[src/sv/nwss_pkg.sv]
// Shared types and constants for the nose wheel steering slew control unit.
`default_nettype none

package nwss_pkg;

   localparam int AUTH_W  = 15;
   localparam int SPEED_W = 16;
   localparam int RATIO_W = 16;
   localparam int ANGLE_W = 19;

   localparam int CSR_ADDR_W = 3;
   localparam int CSR_DATA_W = 16;

   localparam int REQ_DATA_W = 40;
   localparam int RSP_DATA_W = 40;

   localparam logic signed [ANGLE_W-1:0] STEER_LIMIT = 19'sd163840;

   localparam logic [AUTH_W-1:0]  AUTH_STEP_RESET  = 15'd1280;
   localparam logic [AUTH_W-1:0]  AUTH_MAX_RESET   = 15'd16128;
   localparam logic [AUTH_W-1:0]  AUTH_MIN_RESET   = 15'd3072;
   localparam logic [AUTH_W-1:0]  STEER_STEP_RESET = 15'd128;
   localparam logic [AUTH_W-1:0]  SNAP_BAND_RESET  = 15'd154;
   localparam logic [SPEED_W-1:0] PROP_LIMIT_RESET = 16'd1872;

   localparam logic [AUTH_W-1:0]  AUTHORITY_RESET  = 15'd3072;

   typedef enum logic [CSR_ADDR_W-1:0] {
      CSR_AUTH_STEP  = 3'd0,
      CSR_AUTH_MAX   = 3'd1,
      CSR_AUTH_MIN   = 3'd2,
      CSR_STEER_STEP = 3'd3,
      CSR_SNAP_BAND  = 3'd4,
      CSR_PROP_LIMIT = 3'd5
   } csr_index_type;

   typedef enum logic [1:0] {
      ARM_OFF   = 2'd0,
      ARM_ON    = 2'd1,
      ARM_CHECK = 2'd2
   } arm_mode_type;

   typedef enum logic [1:0] {
      RESCHED_SLOW  = 2'd0,
      RESCHED_ARMED = 2'd1,
      RESCHED_SLEW  = 2'd2
   } resched_type;

   typedef struct packed {
      logic [AUTH_W-1:0]  authority_step;
      logic [AUTH_W-1:0]  authority_max;
      logic [AUTH_W-1:0]  authority_min;
      logic [AUTH_W-1:0]  steer_step;
      logic [AUTH_W-1:0]  snap_band;
      logic [SPEED_W-1:0] prop_speed_limit;
   } cfg_type;

   typedef struct packed {
      logic                      gear_down;
      logic [1:0]                arm_mode;
      logic                      park_on;
      logic                      engage_sw;
      logic signed [RATIO_W-1:0] heading_ratio;
      logic [SPEED_W-1:0]        prop_speed;
   } item_type;

   typedef struct packed {
      logic [AUTH_W-1:0]         authority;
      logic signed [ANGLE_W-1:0] steer;
      logic                      enabled;
   } state_type;

   typedef struct packed {
      logic                      steering_enabled;
      logic signed [ANGLE_W-1:0] steer_angle;
      logic [AUTH_W-1:0]         authority_now;
      logic [1:0]                reschedule_code;
   } result_type;

endpackage

`default_nettype wire

[src/sv/nose_wheel_steering_slew_control_unit.sv]
// Top level of the nose wheel steering slew control unit.
// Each item is one control tick. An accepted item lands in an input register; when
// the output register is free or being drained, the authority ramp, the
// ratio-times-authority multiply and the steer slew are evaluated in one pass, the
// state registers are updated and the result is loaded into the output register.
// The block sustains one item per clock cycle while rsp_tready is held high; a
// result is held in the output register until it is taken. The rate is set by the
// state loop through the multiplier and the slew adder. Configuration registers
// take effect on the next item after the write.
`default_nettype none

module nose_wheel_steering_slew_control_unit (
   input  wire logic                            clock,
   input  wire logic                            reset,
   // gear_down[0], arm_mode[2:1], park_on[3], engage_sw[4], heading_ratio[20:5],
   // prop_speed[36:21], zero fill [39:37]
   input  wire logic [nwss_pkg::REQ_DATA_W-1:0] req_tdata,
   input  wire logic                            req_tvalid,
   output      logic                            req_tready,
   // steering_enabled[0], steer_angle[19:1], authority_now[34:20],
   // reschedule_code[36:35], zero fill [39:37]
   output      logic [nwss_pkg::RSP_DATA_W-1:0] rsp_tdata,
   output      logic                            rsp_tvalid,
   input  wire logic                            rsp_tready,
   input  wire logic                            csr_we,
   input  wire logic [nwss_pkg::CSR_ADDR_W-1:0] csr_addr,
   input  wire logic [nwss_pkg::CSR_DATA_W-1:0] csr_wdata
);
   import nwss_pkg::*;

   cfg_type    cfg;
   item_type   req_item;
   item_type   item_ff;
   logic       in_valid_ff;
   logic       in_valid_in;
   state_type  state_ff;
   state_type  state_in;
   result_type result_in;
   result_type result_ff;
   logic       rsp_valid_ff;
   logic       rsp_valid_in;
   logic       req_fire;
   logic       advance;

   nwss_csr u_csr (
      .clock     (clock),
      .reset     (reset),
      .csr_we    (csr_we),
      .csr_addr  (csr_addr),
      .csr_wdata (csr_wdata),
      .cfg       (cfg)
   );

   nwss_core u_core (
      .cfg        (cfg),
      .item       (item_ff),
      .state      (state_ff),
      .state_next (state_in),
      .result     (result_in)
   );

   assign req_item.gear_down     = req_tdata[0];
   assign req_item.arm_mode      = req_tdata[2:1];
   assign req_item.park_on       = req_tdata[3];
   assign req_item.engage_sw     = req_tdata[4];
   assign req_item.heading_ratio = $signed(req_tdata[20:5]);
   assign req_item.prop_speed    = req_tdata[36:21];

   // The held item is processed when the output register is free or being drained.
   assign advance    = in_valid_ff && (!rsp_valid_ff || rsp_tready);
   assign req_tready = !in_valid_ff || advance;
   assign req_fire   = req_tvalid && req_tready;

   assign in_valid_in  = req_fire ? 1'b1 : (advance ? 1'b0 : in_valid_ff);
   assign rsp_valid_in = advance ? 1'b1 : (rsp_tready ? 1'b0 : rsp_valid_ff);

   always_ff @(posedge clock) begin
      if (reset) begin
         in_valid_ff        <= 1'b0;
         rsp_valid_ff       <= 1'b0;
         state_ff.authority <= AUTHORITY_RESET;
         state_ff.steer     <= '0;
         state_ff.enabled   <= 1'b0;
      end else begin
         in_valid_ff  <= in_valid_in;
         rsp_valid_ff <= rsp_valid_in;
         if (advance) begin
            state_ff <= state_in;
         end
      end
   end

   always_ff @(posedge clock) begin
      if (req_fire) begin
         item_ff <= req_item;
      end
      if (advance) begin
         result_ff <= result_in;
      end
   end

   assign rsp_tvalid = rsp_valid_ff;
   assign rsp_tdata  = {3'b000, result_ff.reschedule_code, result_ff.authority_now,
                        result_ff.steer_angle, result_ff.steering_enabled};

   // The steer angle register never leaves the saturation range.
   a_steer_range: assert property (@(posedge clock) disable iff (reset)
      (state_ff.steer <= STEER_LIMIT) && (state_ff.steer >= -STEER_LIMIT))
      else $error("steer angle outside saturation range");

   // Without a processed item the steering state must not move.
   a_state_hold: assert property (@(posedge clock) disable iff (reset)
      !advance |=> $stable(state_ff))
      else $error("steering state changed without an item");

   // The slow reschedule code is only given when unarmed, which clears the flag.
   a_slow_code_disabled: assert property (@(posedge clock) disable iff (reset)
      (rsp_valid_ff && (result_ff.reschedule_code == RESCHED_SLOW))
      |-> !result_ff.steering_enabled)
      else $error("enabled flag set with unarmed reschedule code");

   // A result register that is being loaded must have been free or drained.
   a_no_overwrite: assert property (@(posedge clock) disable iff (reset)
      (rsp_valid_ff && !rsp_tready) |-> !advance)
      else $error("pending result overwritten");

endmodule

`default_nettype wire

[src/sv/nwss_csr.sv]
// Configuration register file of the nose wheel steering slew control unit.
`default_nettype none

module nwss_csr (
   input  wire logic                            clock,
   input  wire logic                            reset,
   input  wire logic                            csr_we,
   input  wire logic [nwss_pkg::CSR_ADDR_W-1:0] csr_addr,
   input  wire logic [nwss_pkg::CSR_DATA_W-1:0] csr_wdata,
   output nwss_pkg::cfg_type                    cfg
);
   import nwss_pkg::*;

   cfg_type cfg_ff;
   cfg_type cfg_in;

   always_comb begin
      cfg_in = cfg_ff;
      if (csr_we) begin
         case (csr_addr)
            CSR_AUTH_STEP:  cfg_in.authority_step   = csr_wdata[AUTH_W-1:0];
            CSR_AUTH_MAX:   cfg_in.authority_max    = csr_wdata[AUTH_W-1:0];
            CSR_AUTH_MIN:   cfg_in.authority_min    = csr_wdata[AUTH_W-1:0];
            CSR_STEER_STEP: cfg_in.steer_step       = csr_wdata[AUTH_W-1:0];
            CSR_SNAP_BAND:  cfg_in.snap_band        = csr_wdata[AUTH_W-1:0];
            CSR_PROP_LIMIT: cfg_in.prop_speed_limit = csr_wdata[SPEED_W-1:0];
            default:        cfg_in = cfg_ff;
         endcase
      end
   end

   always_ff @(posedge clock) begin
      if (reset) begin
         cfg_ff.authority_step   <= AUTH_STEP_RESET;
         cfg_ff.authority_max    <= AUTH_MAX_RESET;
         cfg_ff.authority_min    <= AUTH_MIN_RESET;
         cfg_ff.steer_step       <= STEER_STEP_RESET;
         cfg_ff.snap_band        <= SNAP_BAND_RESET;
         cfg_ff.prop_speed_limit <= PROP_LIMIT_RESET;
      end else begin
         cfg_ff <= cfg_in;
      end
   end

   assign cfg = cfg_ff;

endmodule

`default_nettype wire

[src/sv/nwss_core.sv]
// Single-pass update of authority, command and steer angle for one control tick.
`default_nettype none

module nwss_core (
   input  wire nwss_pkg::cfg_type    cfg,
   input  wire nwss_pkg::item_type   item,
   input  wire nwss_pkg::state_type  state,
   output nwss_pkg::state_type       state_next,
   output nwss_pkg::result_type      result
);
   import nwss_pkg::*;

   localparam logic signed [ANGLE_W:0] LIMIT_W = {STEER_LIMIT[ANGLE_W-1], STEER_LIMIT};

   logic                      armed;
   logic                      drive;
   logic [AUTH_W:0]           auth_up;
   logic signed [AUTH_W+1:0]  auth_dn;
   logic [AUTH_W-1:0]         auth_next;
   logic signed [31:0]        prod;
   logic signed [33:0]        prod5;
   logic signed [ANGLE_W:0]   quot;
   logic signed [ANGLE_W-1:0] cmd_sat;
   logic signed [ANGLE_W-1:0] cmd;
   logic signed [ANGLE_W:0]   diff;
   logic signed [ANGLE_W:0]   band;
   logic signed [ANGLE_W:0]   steer_w;
   logic signed [ANGLE_W:0]   step_w;
   logic signed [ANGLE_W:0]   steer_new;
   logic signed [ANGLE_W-1:0] steer_sat;
   logic                      snap;
   logic [1:0]                code;
   logic                      enabled_next;

   assign armed = item.gear_down && (item.arm_mode == ARM_ON);
   assign drive = item.engage_sw || (item.prop_speed < cfg.prop_speed_limit);

   // While armed, authority walks toward the selected limit and stops there; a value
   // already past that limit, or any value while unarmed, is left where it is.
   always_comb begin
      auth_up   = {1'b0, state.authority} + {1'b0, cfg.authority_step};
      auth_dn   = $signed({2'b00, state.authority}) - $signed({2'b00, cfg.authority_step});
      auth_next = state.authority;
      if (armed) begin
         if (item.park_on && (state.authority < cfg.authority_max)) begin
            auth_next = (auth_up > {1'b0, cfg.authority_max}) ?
                        cfg.authority_max : auth_up[AUTH_W-1:0];
         end else if (!item.park_on && (state.authority > cfg.authority_min)) begin
            auth_next = (auth_dn < $signed({2'b00, cfg.authority_min})) ?
                        cfg.authority_min : auth_dn[AUTH_W-1:0];
         end
      end
   end

   // The arithmetic shift of the scaled product gives the floored quotient.
   assign prod  = item.heading_ratio * $signed({1'b0, auth_next});
   assign prod5 = {{2{prod[31]}}, prod} + {prod, 2'b00};
   assign quot  = prod5[33:14];

   always_comb begin
      if (quot > LIMIT_W) begin
         cmd_sat = STEER_LIMIT;
      end else if (quot < -LIMIT_W) begin
         cmd_sat = -STEER_LIMIT;
      end else begin
         cmd_sat = quot[ANGLE_W-1:0];
      end
   end

   assign cmd = (armed && drive) ? cmd_sat : '0;

   always_comb begin
      if (!armed) begin
         enabled_next = 1'b0;
      end else if (drive) begin
         enabled_next = 1'b1;
      end else begin
         enabled_next = state.enabled;
      end
   end

   assign steer_w = {state.steer[ANGLE_W-1], state.steer};
   assign step_w  = $signed({{(ANGLE_W-AUTH_W+1){1'b0}}, cfg.steer_step});
   assign band    = $signed({{(ANGLE_W-AUTH_W+1){1'b0}}, cfg.snap_band});
   assign diff    = {cmd[ANGLE_W-1], cmd} - steer_w;
   assign snap    = (diff < band) && (diff > -band);

   always_comb begin
      code      = armed ? RESCHED_ARMED : RESCHED_SLOW;
      steer_new = steer_w;
      if (snap) begin
         steer_new = {cmd[ANGLE_W-1], cmd};
      end else if (diff < 0) begin
         steer_new = steer_w - step_w;
         code      = RESCHED_SLEW;
      end else if (diff > 0) begin
         steer_new = steer_w + step_w;
         code      = RESCHED_SLEW;
      end
   end

   always_comb begin
      if (steer_new > LIMIT_W) begin
         steer_sat = STEER_LIMIT;
      end else if (steer_new < -LIMIT_W) begin
         steer_sat = -STEER_LIMIT;
      end else begin
         steer_sat = steer_new[ANGLE_W-1:0];
      end
   end

   assign state_next.authority = auth_next;
   assign state_next.steer     = steer_sat;
   assign state_next.enabled   = enabled_next;

   assign result.steering_enabled = enabled_next;
   assign result.steer_angle      = steer_sat;
   assign result.authority_now    = auth_next;
   assign result.reschedule_code  = code;

endmodule

`default_nettype wire
[config.mk]
export PLATFORM = sky130hd
export DESIGN_NAME = nose_wheel_steering_slew_control_unit
export DESIGN_NICKNAME = d
export VERILOG_FILES = /design/src/sv/nwss_pkg.sv /design/src/sv/nose_wheel_steering_slew_control_unit.sv /design/src/sv/nwss_csr.sv /design/src/sv/nwss_core.sv
export SDC_FILE = /design/constraint.sdc
export NUM_CORES = 1
export LEC_CHECK = 0
export BUFFER_PORTS_ARGS = -buffer_cell sky130_fd_sc_hd__buf_2
export CELL_PAD_IN_SITES_DETAIL_PLACEMENT = 0
export CELL_PAD_IN_SITES_GLOBAL_PLACEMENT = 2
export CORE_MARGIN = 8
export CORE_UTILIZATION = 40
export DETAILED_ROUTE_END_ITERATION = 10
export PLACE_DENSITY = 0.81
export SLEW_MARGIN = 20
export SYNTH_ARGS = -nofsm -noshare
export SYNTH_HDL_FRONTEND = slang
export SYNTH_SLANG_ARGS = --single-unit
[constraint.sdc]
create_clock -name clock -period 23 [get_ports clock]
set_input_delay 2.3 -clock clock [delete_from_list [all_inputs] [get_ports clock]]
set_output_delay 2.3 -clock clock [all_outputs]
set_load 0.02 [all_outputs]
* Word-level counts from Yosys, hierarchy flattened *
Cells that the tools add are included.

storage, ports and cells
  register bits after elaboration = 202
  latch bits = 0
  bits in writable memories = 0
  bits in read-only memories = 0
  input bits = 64
  output and inout port bits = 42
  logic and storage cells = 93
  memories = 0

cells by class
  $add $sub $neg = 7
  $mul = 1
  div/mod/pow operators = 0
  order comparisons = 13
  equal/unequal tests = 6
  shift operators = 0
  multiplexer cells = 23
  bitwise operators = 0
  reduce and logical (&&, ||, !) cells = 22

operators by type and width
  cell                                                                                number
  19-bit two-way mux                                                                  5
  15-bit two-way mux                                                                  5
  20-bit two-way mux                                                                  3
  20-bit by 19-bit greater-than comparator with 1-bit output (second input constant)  2
  20-bit by 19-bit less-than comparator with 1-bit output (second input constant)     2
  34-bit adder                                                                        1
  16-bit by 16-bit multiplier with 32-bit output                                      1
  19-bit by 16-bit adder with 20-bit output                                           1
  20-bit by 1-bit greater-than comparator with 1-bit output (second input constant)   1
  20-bit greater-than comparator                                                      1
  20-bit by 1-bit less-than comparator with 1-bit output (second input constant)      1
  20-bit by 16-bit less-than comparator with 1-bit output                             1
  15-bit negator with 20-bit output                                                   1
  19-bit by 16-bit subtractor with 20-bit output                                      1
  19-bit by 19-bit subtractor with 20-bit output                                      1
  17-bit by 16-bit less-than comparator with 1-bit output                             1
  15-bit by 15-bit adder with 16-bit output                                           1
  16-bit by 15-bit greater-than comparator with 1-bit output                          1
  16-bit less-than comparator                                                         1
  15-bit by 15-bit subtractor with 16-bit output                                      1
  15-bit greater-than comparator                                                      1
  15-bit less-than comparator                                                         1
  2-bit AND reduction                                                                 6
  1-bit logical AND                                                                   7
  other kinds (10)                                                                    25

* Depth between registers and ports, before layout *
  depth after elaboration = 20
  mapped depth = 98
  mapped depth without buffers = 91

* Cells and area by module *
Synthesis repeated with hierarchy kept, for this count alone.

unflattened totals
  cells, all modules = 3183
  area total of the unflattened synthesis = 27754.1 µm²

by module, submodules not included
  module                                 times used  cells an instance  area each (µm²)  sequential area each (µm²)
  nwss_core                              1           2604               20188.1          0.0
  nose_wheel_steering_slew_control_unit  1           240                3902.5           2962.8
  nwss_csr                               1           339                3663.5           1821.7

* Worst setup path before layout *
OpenSTA, ideal clock, no wires.

  path type = register to register
  start point = register u_csr.cfg_ff (netlist bit u_csr.cfg[76])
  end point = register result_ff (netlist bit rsp_tdata[9]), data pin
  setup time = 0.260 ns
  arrival = 17.779 ns
  required time = 22.740 ns
  setup slack = 4.961 ns
  cell stages (with the launch flop) = 91
  path buffers = 7
  period minus slack after synthesis = 18.039 ns
  cells stage by stage = dfxtp_1 ha_1 fa_1 nand2b_1 a21oi_1 o21ai_0 a21oi_1 nor2_1 o21bai_1 a21oi_1 o21bai_1 a21oi_1 o21bai_1 a21oi_1 xnor2_1 ha_1 nand2_1 nor3_1 [55 not listed] a211oi_1 inv_1 ha_1 and4_1 nand3_1 or4_1 a211o_1 a22o_1 a211oi_1 a21oi_1 clkbuf_1 mux2i_1 a41oi_1 o21ai_1 a2bb2oi_2 a21boi_4 buf_4 nor2_1

RTL lines
  element                 line                                         source
  from (decl)             nwss_csr.sv:14                               cfg_type cfg_ff;
  from (signal assigned)  nwss_csr.sv:41                               cfg_ff <= cfg_in;
  to (signal assigned)    nose_wheel_steering_slew_control_unit.sv:98  result_ff <= result_in;
  to (decl)               nose_wheel_steering_slew_control_unit.sv:39  result_type result_ff;

==> results.toml <==
[timing]
fin_crit_ns = 21.24
fin_skew_ns = 0.02590
fin_setup_tns_ns = 0
drv_slew = 0
tightest_slew_ns = 0.9679
fmax_mhz = 47.08
grt_setup_unrepaired = "no"
hold_slack_ns = 0.4549
slew_headroom = 0.3380
fin_crit_sh = 0.9235
final-setup-viol-count = 0
finalHoldViolCount = 0

[worst_setup_path]
worstPathMaxFanout = 22
start_kind = "flip-flop"
rr_worst_depth = 87
rr_startpoint = "state_ff[20]"
setup.worst_path.end = "rsp_tdata[3]"
slowest_delay_ns = 0.60
rrSetupSlack_ns = 1.76
worstSetupPathType = "flip-flop to flip-flop"
path_common_cell = "a21oi_1"
cp_data_required_time_ns = 23.32
crit_start = "state_ff[20]"
arrival_ns = 21.56
r2r-end = "rsp_tdata[3]"
critPathCaptureType = "flip-flop"
slowest_stage = "or4_1"

[die]
dieHeight_um = 273.0
die_w_um = 273.0
initial_core_util = 0.4026
core_um2 = 65630
ios = 106
die_area_um2 = 74540
fp-row-count = 94

[logic_synthesis]
synth-edff-count = 74
synth_top_family_by_area = "adder cells"
synth_area_leaders = "fa_1 (19%), ha_1 (14%), dfxtp_1 (9.7%)"
synth_top_area_cell = "fa_1"
yosys.area_share.adder = 0.3317
synthSimpleGateAreaFrac = 0.1906
ys_types = 96
synth_seq_area_share = 0.1811
synth-compound-area-share = 0.1754
synth_area_um2 = 26420
synthCells = 3209
ys_ff_latch = 202
yosys_warnings = 0
avgSynthCellArea_um2 = 8.234
muxShareOfSynthArea = 0.004214
synth_ff_type = "dfxtp_1"
synth_top_area_share = 0.1902
synthArstFlopShare = 0
synthXorXnorAreaFrac = 0.02917

[detailed_routing]
dr_total_vias = 22058
wirelength_mm = 79.08
drc = 0
wire_per_inst_um = 19.18
postRouteAntennaNets = 0
drt_iter0_drc = 1249
first_pass_iters = 5
vias_per_cell = 5.351

[place]
port_buffers = 99
routabilityCongestion = 0.8615
placed_area_um2 = 27620
place_hpwl_mm = 62.86

[global_route]
grt_pass1_wl_mm = 125.7
overflow = 0
grt_max_degree = 80
grt_pass1_vias = 22757
track_usage = 0.2082
antenna_found_initial = 0

[clocking]
cts_inserted_buffers = 28
clk_latency_ns = 0.61
cts_tree = "done"
root_buffer = "clkbuf_16"
cts_max_level = 1
cts.path.max_buffers = 3
cts.sinks = 202
clkTransAtPathRegs_ns = 0.06

[finish]
design_area_um2 = 28690
final_layout_size_suffix_gt1_frac = 0.06967
utilization = 0.4372
area_growth_pct = 8.590
final_common_cell = "inv_1"
antennaDiodeCount = 0
final_net_count = 3850
layout_common_cells = "inv_1 (482), nand2_1 (423), ha_1 (299)"
fillCellCount = 6640

[job]
maxCapViolCount = 0

[hold_path]
min_path_type = "flip-flop to flip-flop"

[run_status]
status = "finished, final reports clean"
[synth_stat cells (all sizes together), types with 13 or more instances]
library cell	count
ha	299
nand2b	34
and2	139
o211ai	14
edfxtp	74
inv	484
nor4	13
a31oi	21
o21bai	20
o22a	16
a21o	44
a211oi	21
nand3	48
dfxtp	128
a21oi	245
o31ai	30
nand2	423
a211o	16
nand3b	15
nor2b	27
buf	21
or3	34
clkbuf	100
xor2	19
fa	251
xnor2	69
o21ai	119
nor2	195
nor3	47
nand4	21
o21a	27
a22oi	15
and3	22
[worst min-delay path by stage]
stage                     to     startpoint  depth (start not counted)  slack [ns]
2_1_floorplan  u_csr.cfg[11]  u_csr.cfg[11]                          2        0.44
3_3_place_gp   u_csr.cfg[12]  u_csr.cfg[12]                          2        0.44
3_5_place_dp   u_csr.cfg[52]  u_csr.cfg[52]                          2        0.45
4_1_cts        u_csr.cfg[52]  u_csr.cfg[52]                          2        0.45
5_1_grt        u_csr.cfg[68]  u_csr.cfg[68]                          2        0.48
6_report       u_csr.cfg[60]  u_csr.cfg[60]                          2        0.45
[logic make-up after synthesis]
| kind of cell | count (synthesis) |
|---|---|
| fa+ha+maj | 550 |
| flops | 202 |
| mux | 10 |
| other cells | 1 |
| compound gates | 695 |
| simple gates | 1057 |
| xor+xnor | 88 |
| buf+inv | 606 |
[worst max-delay path, delay by kind of cell (launching register included)]
family,cells,cell delay (ns)
adder cells (fa/ha/maj),14,5.21
flip-flops,1,0.38
XOR/XNOR,2,0.33
AO/OA/AOI/OAI,42,8.77
multiplexers,1,0.41
buffers and inverters,11,1.84
AND/OR/NAND/NOR,17,3.96
[area by class of cell]
| cell class | instances | area (µm²) | area share |
|---|---|---|---|
| multi-input combinational | 2404 | 19400 | 0.6760 |
| timing repair buffer | 115 | 643.1 | 0.02241 |
| clock buffer | 32 | 725.7 | 0.02529 |
| sequential | 202 | 4785 | 0.1667 |
| clock inverter | 20 | 241.5 | 0.008416 |
| tap | 864 | 1081 | 0.03768 |
| inverter | 485 | 1822 | 0.06349 |
[through the flow]
| stage | setup slack (ns) | std cells |
|---|---|---|
| 2_1_floorplan | 4.961 | 3211 |
| 3_3_place_gp | 1.077 | 4066 |
| 3_5_place_dp | 0.9711 | 4066 |
| 4_1_cts | 0.8445 | 4118 |
| 5_1_grt | 0.1025 | 4122 |
| 6_report | 1.759 | 4122 |
[routing by layer]
layer  vias up  global-route usage  share of wire  wire (µm)
li1      10786                   -              -          -
met1     10743              0.2768           0.46      36110
met2       422              0.3513           0.46      36710
met3       107             0.02675          0.045       3570
met4         0             0.06259          0.034       2689
met5         -                   0              0          0
[registers in the layout (all words and copies together) (netlist names)]
signal,cells
in_valid_ff,1
item_ff,37
rsp_tdata,37
rsp_tvalid,1
state_ff,35
u_csr.cfg,91
[what timing repair did]
action	4_1_cts	5_1_grt
hold buffers	0	0
setup endpoints to repair	0	31
buffers inserted	0	3
resized for setup	0	14
Power is not shown: default switching activity piles up to over one toggle a cycle in this logic, so the estimate is an artifact.
